### config.mk
export PLATFORM = sky130hd
export DESIGN_NAME = indexed_list_queue
export DESIGN_NICKNAME = d
export VERILOG_FILES = /design/src/ilq_pkg.sv /design/src/ilq_ctrl.sv /design/src/ilq_dp.sv /design/src/indexed_list_queue.sv
export SDC_FILE = /design/constraint.sdc
export NUM_CORES = 2
export LEC_CHECK = 0
export BUFFER_PORTS_ARGS = -buffer_cell sky130_fd_sc_hd__buf_2
export CORE_UTILIZATION = 61
export DETAILED_ROUTE_END_ITERATION = 6
export GPL_ROUTABILITY_DRIVEN = 0
export PLACE_DENSITY = 0.78
export SLEW_MARGIN = 5
export SYNTH_ARGS = -nofsm -noshare
export SYNTH_HDL_FRONTEND = slang
export SYNTH_HIERARCHICAL = 1
export SYNTH_SLANG_ARGS = --single-unit
### constraint.sdc
create_clock -name clk_i -period 17.4 [get_ports clk_i]
set_clock_uncertainty 0.05 [all_clocks]
set_input_delay 3.48 -clock clk_i [delete_from_list [all_inputs] [get_ports clk_i]]
set_output_delay 3.48 -clock clk_i [all_outputs]
set_load 0.005 [all_outputs]
### src/ilq_pkg.sv
// Types and constants shared by the indexed list queue modules.
package ilq_pkg;

  localparam int DATA_W = 32;
  localparam int CMD_W  = 3;
  localparam int POS_W  = 5;
  localparam int OIDX_W = 4;
  localparam int OCNT_W = 5;
  localparam int STAT_W = 2;

  typedef enum logic [CMD_W-1:0] {
    CMD_PUSH     = 3'd0,
    CMD_POP      = 3'd1,
    CMD_TRAVERSE = 3'd2,
    CMD_INSERT   = 3'd3,
    CMD_REMOVE   = 3'd4,
    CMD_REVERSE  = 3'd5
  } cmd_e;

  typedef enum logic [STAT_W-1:0] {
    ST_OK     = 2'd0,
    ST_EMPTY  = 2'd1,
    ST_FULL   = 2'd2,
    ST_BADPOS = 2'd3
  } status_e;

  // Commands from the controller to the datapath.
  typedef struct packed {
    logic load;  // latch the accepted item
    logic exec;  // carry out a single-result command
    logic trav;  // emit one traversal result
  } ctrl_t;

  // Status from the datapath to the controller.
  typedef struct packed {
    logic trav_last;  // the traversal result now being emitted is the final one
  } stat_t;

endpackage

### src/ilq_ctrl.sv
// Controller state machine of the indexed list queue.
module ilq_ctrl (
  input  logic                              clk_i,
  input  logic                              rst_ni,
  input  logic                              start_i,
  input  logic [ilq_pkg::CMD_W-1:0]         cmd_i,
  input  ilq_pkg::stat_t                    stat_i,
  output ilq_pkg::ctrl_t                    ctrl_o,
  output logic                              busy_o
);
  import ilq_pkg::*;

  typedef enum logic [1:0] {
    S_IDLE,
    S_EXEC,
    S_TRAV
  } state_e;

  state_e state_q, state_d;
  logic   accept;

  assign accept = start_i && (state_q == S_IDLE);

  always_comb begin
    state_d = state_q;
    case (state_q)
      S_IDLE: begin
        if (accept) begin
          case (cmd_e'(cmd_i))
            CMD_PUSH, CMD_POP, CMD_INSERT, CMD_REMOVE, CMD_REVERSE: state_d = S_EXEC;
            CMD_TRAVERSE: state_d = S_TRAV;
            default: state_d = S_IDLE;
          endcase
        end
      end
      S_EXEC: state_d = S_IDLE;
      S_TRAV: begin
        if (stat_i.trav_last) begin
          state_d = S_IDLE;
        end
      end
      default: state_d = S_IDLE;
    endcase
  end

  always_ff @(posedge clk_i or negedge rst_ni) begin
    if (!rst_ni) begin
      state_q <= S_IDLE;
      busy_o  <= 1'b0;
    end else begin
      state_q <= state_d;
      busy_o  <= (state_d != S_IDLE);
    end
  end

  assign ctrl_o.load = accept;
  assign ctrl_o.exec = (state_q == S_EXEC);
  assign ctrl_o.trav = (state_q == S_TRAV);

endmodule

### src/ilq_dp.sv
// Datapath of the indexed list queue: entry cells, count, orientation and result registers.
module ilq_dp #(
  parameter int DEPTH = 16
) (
  input  logic                                  clk_i,
  input  logic                                  rst_ni,
  input  ilq_pkg::ctrl_t                        ctrl_i,
  output ilq_pkg::stat_t                        stat_o,
  input  logic [ilq_pkg::CMD_W-1:0]             cmd_i,
  input  logic [ilq_pkg::POS_W-1:0]             position_i,
  input  logic signed [ilq_pkg::DATA_W-1:0]     value_i,
  output logic                                  out_valid_o,
  output logic signed [ilq_pkg::DATA_W-1:0]     out_value_o,
  output logic [ilq_pkg::OIDX_W-1:0]            out_index_o,
  output logic [ilq_pkg::STAT_W-1:0]            status_o,
  output logic                                  last_o,
  output logic [ilq_pkg::OCNT_W-1:0]            count_o
);
  import ilq_pkg::*;

  localparam int IW = $clog2(DEPTH);
  localparam int CW = $clog2(DEPTH + 1);
  localparam int PW = (CW > POS_W) ? CW : POS_W;

  logic signed [DATA_W-1:0] cells_q [DEPTH];
  logic signed [DATA_W-1:0] cells_d [DEPTH];
  logic [CW-1:0]            count_q, count_d;
  logic                     rev_q, rev_d;
  cmd_e                     cmd_q;
  logic [POS_W-1:0]         pos_q;
  logic signed [DATA_W-1:0] val_q;
  logic [IW-1:0]            trav_q;

  logic                     res_valid_q;
  logic signed [DATA_W-1:0] res_value_q, res_value_d;
  logic [OIDX_W-1:0]        res_index_q, res_index_d;
  status_e                  res_status_q, res_status_d;
  logic                     res_last_q, res_last_d;

  logic [PW-1:0]            n_w, pos_w, lidx, base, phys_w;
  logic [IW-1:0]            phys;
  logic signed [DATA_W-1:0] rd;
  logic                     empty, full, is_ins, do_ins, do_rem, emit;

  assign n_w   = PW'(count_q);
  assign pos_w = PW'(pos_q);
  assign empty = (count_q == '0);
  assign full  = (count_q == CW'(DEPTH));

  // Logical index of the current access and whether it opens a gap.
  always_comb begin
    is_ins = 1'b0;
    lidx   = '0;
    case (cmd_q)
      CMD_PUSH: begin
        is_ins = 1'b1;
        lidx   = n_w;
      end
      CMD_INSERT: begin
        is_ins = 1'b1;
        lidx   = pos_w;
      end
      CMD_REMOVE:   lidx = pos_w;
      CMD_TRAVERSE: lidx = PW'(trav_q);
      default:      lidx = '0;
    endcase
  end

  // When the list is held reversed, logical index L lives at physical n-1-L,
  // and a gap opened at L lands at physical n-L.
  assign base   = is_ins ? n_w : (n_w - PW'(1));
  assign phys_w = rev_q ? (base - lidx) : lidx;
  assign phys   = phys_w[IW-1:0];
  assign rd     = cells_q[phys];

  assign stat_o.trav_last = empty || (PW'(trav_q) == (n_w - PW'(1)));

  always_comb begin
    do_ins       = 1'b0;
    do_rem       = 1'b0;
    rev_d        = rev_q;
    emit         = 1'b0;
    res_value_d  = '0;
    res_index_d  = '0;
    res_status_d = ST_OK;
    res_last_d   = 1'b1;
    if (ctrl_i.exec) begin
      emit = 1'b1;
      case (cmd_q)
        CMD_PUSH: begin
          if (full) res_status_d = ST_FULL;
          else      do_ins = 1'b1;
        end
        CMD_POP: begin
          if (empty) begin
            res_status_d = ST_EMPTY;
          end else begin
            do_rem      = 1'b1;
            res_value_d = rd;
          end
        end
        CMD_INSERT: begin
          if (full)              res_status_d = ST_FULL;
          else if (pos_w > n_w)  res_status_d = ST_BADPOS;
          else                   do_ins = 1'b1;
        end
        CMD_REMOVE: begin
          if (empty) begin
            res_status_d = ST_EMPTY;
          end else if (pos_w >= n_w) begin
            res_status_d = ST_BADPOS;
          end else begin
            do_rem      = 1'b1;
            res_value_d = rd;
          end
        end
        CMD_REVERSE: begin
          if (empty) res_status_d = ST_EMPTY;
          else       rev_d = ~rev_q;
        end
        default: emit = 1'b0;
      endcase
    end else if (ctrl_i.trav) begin
      emit = 1'b1;
      if (empty) begin
        res_status_d = ST_EMPTY;
      end else begin
        res_value_d = rd;
        res_index_d = OIDX_W'(trav_q);
        res_last_d  = stat_o.trav_last;
      end
    end
  end

  always_comb begin
    count_d = count_q;
    if (do_ins)      count_d = count_q + CW'(1);
    else if (do_rem) count_d = count_q - CW'(1);
  end

  // Each cell takes its lower neighbor, its upper neighbor, the new value, or holds.
  for (genvar i = 0; i < DEPTH; i++) begin : g_cell
    localparam logic [IW-1:0] ME = IW'(i);
    always_comb begin
      cells_d[i] = cells_q[i];
      if (do_ins) begin
        if (ME == phys) begin
          cells_d[i] = val_q;
        end else if (ME > phys) begin
          if (i > 0) cells_d[i] = cells_q[(i > 0) ? i - 1 : 0];
        end
      end else if (do_rem) begin
        if (ME >= phys) begin
          if (i < DEPTH - 1) cells_d[i] = cells_q[(i < DEPTH - 1) ? i + 1 : i];
        end
      end
    end
  end

  always_ff @(posedge clk_i) begin
    cells_q <= cells_d;
    if (ctrl_i.load) begin
      pos_q <= position_i;
      val_q <= value_i;
    end
    res_value_q  <= res_value_d;
    res_index_q  <= res_index_d;
    res_status_q <= res_status_d;
    res_last_q   <= res_last_d;
  end

  always_ff @(posedge clk_i or negedge rst_ni) begin
    if (!rst_ni) begin
      count_q     <= '0;
      rev_q       <= 1'b0;
      cmd_q       <= CMD_PUSH;
      trav_q      <= '0;
      res_valid_q <= 1'b0;
    end else begin
      count_q     <= count_d;
      rev_q       <= rev_d;
      res_valid_q <= emit;
      if (ctrl_i.load) begin
        cmd_q  <= cmd_e'(cmd_i);
        trav_q <= '0;
      end else if (ctrl_i.trav) begin
        trav_q <= trav_q + IW'(1);
      end
    end
  end

  assign out_valid_o = res_valid_q;
  assign out_value_o = res_value_q;
  assign out_index_o = res_index_q;
  assign status_o    = res_status_q;
  assign last_o      = res_last_q;
  assign count_o     = OCNT_W'(count_q);

endmodule

### src/indexed_list_queue.sv
// Top level of the indexed list queue: controller and datapath.
//
// An ordered list of up to DEPTH signed 32-bit entries driven by one command per item:
// push, pop, traverse, insert at, remove at and reverse. An item is taken at a rising
// edge where start_i is high and busy_o is low. Every command but traverse returns one
// status result once it is taken: the command is carried out in the execute state and
// the result is then presented from a register. Traverse returns one result per entry,
// in list order, one per cycle (one empty status for an empty list), and keeps the
// block busy until its final result. Each result shows for exactly one cycle with
// out_valid_o high; the receiver cannot hold it off, so it must take every result as
// it comes. last_o marks the final result of a command, and count_o gives the number
// of entries after the command. The entries sit in a row of cells that shift by one
// place for insert and remove; reverse only flips an orientation bit. Unused command
// codes are taken and ignored. A new item may be taken while the previous result is
// still showing.
module indexed_list_queue #(
  parameter int DEPTH = 16
) (
  input  logic                                  clk_i,
  input  logic                                  rst_ni,
  input  logic                                  start_i,
  output logic                                  busy_o,
  input  logic [ilq_pkg::CMD_W-1:0]             cmd_i,
  input  logic [ilq_pkg::POS_W-1:0]             position_i,
  input  logic signed [ilq_pkg::DATA_W-1:0]     value_i,
  output logic                                  out_valid_o,
  output logic signed [ilq_pkg::DATA_W-1:0]     out_value_o,
  output logic [ilq_pkg::OIDX_W-1:0]            out_index_o,
  output logic [ilq_pkg::STAT_W-1:0]            status_o,
  output logic                                  last_o,
  output logic [ilq_pkg::OCNT_W-1:0]            count_o
);
  import ilq_pkg::*;

  ctrl_t ctrl;
  stat_t stat;

  // The controller sequences each item; it sees the command code and the traversal status.
  ilq_ctrl u_ctrl (
    .clk_i   (clk_i),
    .rst_ni  (rst_ni),
    .start_i (start_i),
    .cmd_i   (cmd_i),
    .stat_i  (stat),
    .ctrl_o  (ctrl),
    .busy_o  (busy_o)
  );

  // The datapath holds the entries and forms every result.
  ilq_dp #(
    .DEPTH (DEPTH)
  ) u_dp (
    .clk_i       (clk_i),
    .rst_ni      (rst_ni),
    .ctrl_i      (ctrl),
    .stat_o      (stat),
    .cmd_i       (cmd_i),
    .position_i  (position_i),
    .value_i     (value_i),
    .out_valid_o (out_valid_o),
    .out_value_o (out_value_o),
    .out_index_o (out_index_o),
    .status_o    (status_o),
    .last_o      (last_o),
    .count_o     (count_o)
  );

endmodule

==> key figures <==
Setup path
  • Crit path required time: roughly 18000 ps
  • Worst Setup End Kind: flop
  • Setup Crit Path Kind: reg -> reg
  • Crit start category: flop
  • Crit-path leading delay family: buffers and inverters
  • Slowest Stage Delay on Critical Path: 1290 ps
  • CP Launch Point: u_dp/cmd_q[1]
  • CP bufs+invs: 3
  • Worst Path Max Fanout: between 60 and 70
  • CP max-delay cell: fa_1
  • FF-to-FF Start: u_dp/cmd_q[1]
  • Crit path DAT: roughly 8000 ps
  • CP cell instances: mux2i_1, o211a_1, inv_2, ha_1, fa_1, nand2_1, o32ai_4, buf_4, nand3_1, a21oi_4, buf_4, mux2i_1, o21ai_0

Timing
  • Final hold viol count: 0
  • Setup slack after layout: 9720 ps
  • Slew HR: 0.218
  • Worst Hold Slack: around 500 ps
  • Tcrit/Tclk final: 0.441
  • Worst-Margin Slew: about 1200 ps
  • Sum Neg Setup Slack: 0 ps
  • Post-route minimum period: ~7700 ps
  • Max-slew violation count: 0
  • RSZ-0062 raised after global routing: false
  • Final setup viols: 0
  • Achievable Freq: about 0.13 GHz

CTS
  • Clock Path Buffers: 3
  • Root buffer cell: clkbuf_16
  • CTS tree: yes
  • Clock latency on the worst-skew pair: around 620 ps
  • CTS sink cnt: about 610
  • Clk pin slew, worst setup/hold paths: approximately 60 ps
  • Total CTS buffers: 66
  • # H-tree levels: 3
  • Post-CTS Resized: 0
  • Hold-fix buffers, CTS: 0
  • Post-CTS setup repair buffer count: 0

Routing
  • Via density: between 7 and 8
  • First-pass iteration count of the detailed router: 6
  • Routed wire length: 110 mm
  • DR vias: 28900
  • DRT antenna net count: 0
  • Routed WL per cell: 27.0 µm
  • Iter 0 DRT Violations: ~4300
  • DRC: 0

Global routing
  • Number of global-route vias before repair: between 20000 and 30000
  • First-pass GRT wire length: between 150 and 200 mm
  • Global Route Usage Sum: 0.379
  • Largest net degree at the start of global routing: about 280
  • Total grt overflow: 0
  • Initial antenna violation count: 0

Power
  • Clk pwr share: 0.170
  • P_sw: around 3.9 mW
  • Gate power share: 0.538
  • Peak supply drop: around 0.25 mV
  • Sequential share of power: 0.291
  • Pint: around 4.2 mW
  • Switching fraction of total power: 0.476
  • Leakage: ~13 nW
  • Cell Pwr Density: 216 nW/µm²

Yosys
  • Synth Warn #: 6
  • Syn_nets: 3435
  • Post-synth EDFFs: about 550
  • Syn Area/Cell: 10.2 µm²
  • Top_reg_cell synth: edfxtp_1
  • Ys async rst share: 0.0281
  • Synth cell types: 81
  • Part of the Yosys area used for sequential elements: 0.511
  • Post-Synthesis Cell Area: 34600 µm²
  • #FFs+latches synth: between 600 and 700
  • Syn Inst Count: 3380

Status
  • Status: complete, no violations

Min path
  • Worst Hold Launch: u_dp/cells_q[16]
  • Min-Delay Path Class: reg -> reg

Place
  • Hpwl dp: between 60 and 70 mm
  • IO Port Bufs: approximately 90
  • Setup WS pre-CTS: between 10000 and 15000 ps

Final layout
  • Fraction of layout cells with a size suffix above 1: 0.109
  • Post-layout nets: ~3300
  • Most frequent cells in the layout: nand2_1 (604), edfxtp_1 (549), mux2i_1 (505)
  • Area Growth Syn to Fin: 8.19%
  • Final Core Density: 0.673
  • Most common cell after layout, fill and taps aside: nand2_1

Die
  • Die W: between 200 and 250 µm
  • Core Area: ~56000 µm²
  • Core Rows: 86
  • Die height: 240 µm
  • Starting Density: 0.622
  • Die Area: slightly below 60000 µm²
  • Top Ports: 89

Flow run
  • Max cap viols: 0
worst paths after layout:
| check | slack (ps) | end | cells past startpoint |
|---|---|---|---|
| max | 9720 | u_dp/cells_q[320] | 13 |
| min | 510 | u_dp/cells_q[48] | 2 |
| max reg2reg | 9720 | u_dp/cells_q[320] | 13 |
| min reg2reg | 510 | u_dp/cells_q[48] | 2 |
| max in group asynchronous | 14230 | u_dp/rev_q | 1 |
| min in group asynchronous | 2750 | u_dp/cmd_q[2] | 1 |
tightest hold or removal path: stages, from the launching register on:
cell and delay, ps:
edfxtp_1 350, nand2_1 50, o21ai_0 60
Yosys cell counts (6+ instances only):
cell type | number | area, µm²
a211oi_1 | 46 | 345
a21oi_1 | 81 | 405
a221o_1 | 20 | 200
a221oi_1 | 19 | 166
a31oi_1 | 21 | 131
a32o_1 | 11 | 110
and3_1 | 7 | 43.8
buf_1 | 10 | 37.5
buf_2 | 29 | 145
buf_4 | 43 | 323
clkbuf_1 | 242 | 908
dfrtp_1 | 17 | 425
dfxtp_1 | 39 | 781
edfxtp_1 | 549 | 16500
ha_1 | 11 | 138
inv_1 | 14 | 52.6
mux2_2 | 51 | 574
mux2i_1 | 505 | 5050
nand2_1 | 605 | 2270
nand2b_1 | 9 | 56.3
nand3_1 | 147 | 736
nand4_1 | 33 | 206
nor2_1 | 56 | 210
nor2b_1 | 7 | 43.8
nor3_2 | 6 | 60.1
nor4_1 | 59 | 369
o21ai_0 | 459 | 2300
o21ai_1 | 98 | 490
o22ai_1 | 42 | 263
o31ai_1 | 20 | 150
o32ai_1 | 13 | 114
xnor2_1 | 15 | 131
registers in the layout, summed over array words and instances (netlist names):
| name | count |
|---|---|
| u_dp/count_o | 5 |
| u_dp/rev_q | 1 |
| u_dp/status_o | 2 |
| u_dp/out_valid_o | 1 |
| u_dp/cells_q | 512 |
| u_dp/trav_q | 4 |
| u_dp/pos_q | 5 |
| u_dp/out_value_o | 32 |
| u_ctrl/state_q | 2 |
| u_dp/val_q | 32 |
| u_dp/cmd_q | 3 |
| u_ctrl/busy_o | 1 |
| u_dp/last_o | 1 |
| u_dp/out_index_o | 4 |
cell type report:
type / instances / area (µm²)
flip-flops and latches: 605 / 17700
clock inverters: 19 / 153
inverters: 19 / 72.6
clock buffers: 100 / 1920
fillers: 4097 / 18200
repair buffers: 149 / 923
diodes: 1 / 2.50
multi-input cells: 2428 / 15800
well taps: 748 / 936
layer usage:
layer | global-route usage | vias to the layer above | share of wire
li1 | - | 12400 | -
met1 | 0.499 | 13900 | 0.37
met2 | 0.581 | 2175 | 0.45
met3 | 0.0820 | 459 | 0.12
met4 | 0.213 | 0 | 0.059
met5 | 0 | - | 0
power by group through the flow:
stage | combinational (mW) | sequential, mW | clock (mW)
floorplan | 2.89 | 2.24 | 0
global placement | 4.05 | 2.35 | 0
detailed placement | 4.17 | 2.37 | 0
CTS | 4.19 | 2.34 | 1.39
global route | 4.51 | 2.39 | 1.44
finish | 4.36 | 2.36 | 1.38
cells by family after synthesis:
group / share of synthesized area
simple gates: 0.123
compound gates: 0.147
flops: 0.511
mux: 0.164
buf+inv: 0.0442
xor+xnor: 0.00575
fa+ha+maj: 0.00484
stage by stage:
stage	cell area, µm²	instances	power, mW
3_5_place_dp	35400	3949	6.53
3_3_place_gp	35400	3949	6.41
4_1_cts	37500	4068	7.92
5_1_grt	37500	4068	8.34
6_report	37500	4069	8.09
2_1_floorplan	34600	3380	5.14
Power figures use the tool's default switching activity.
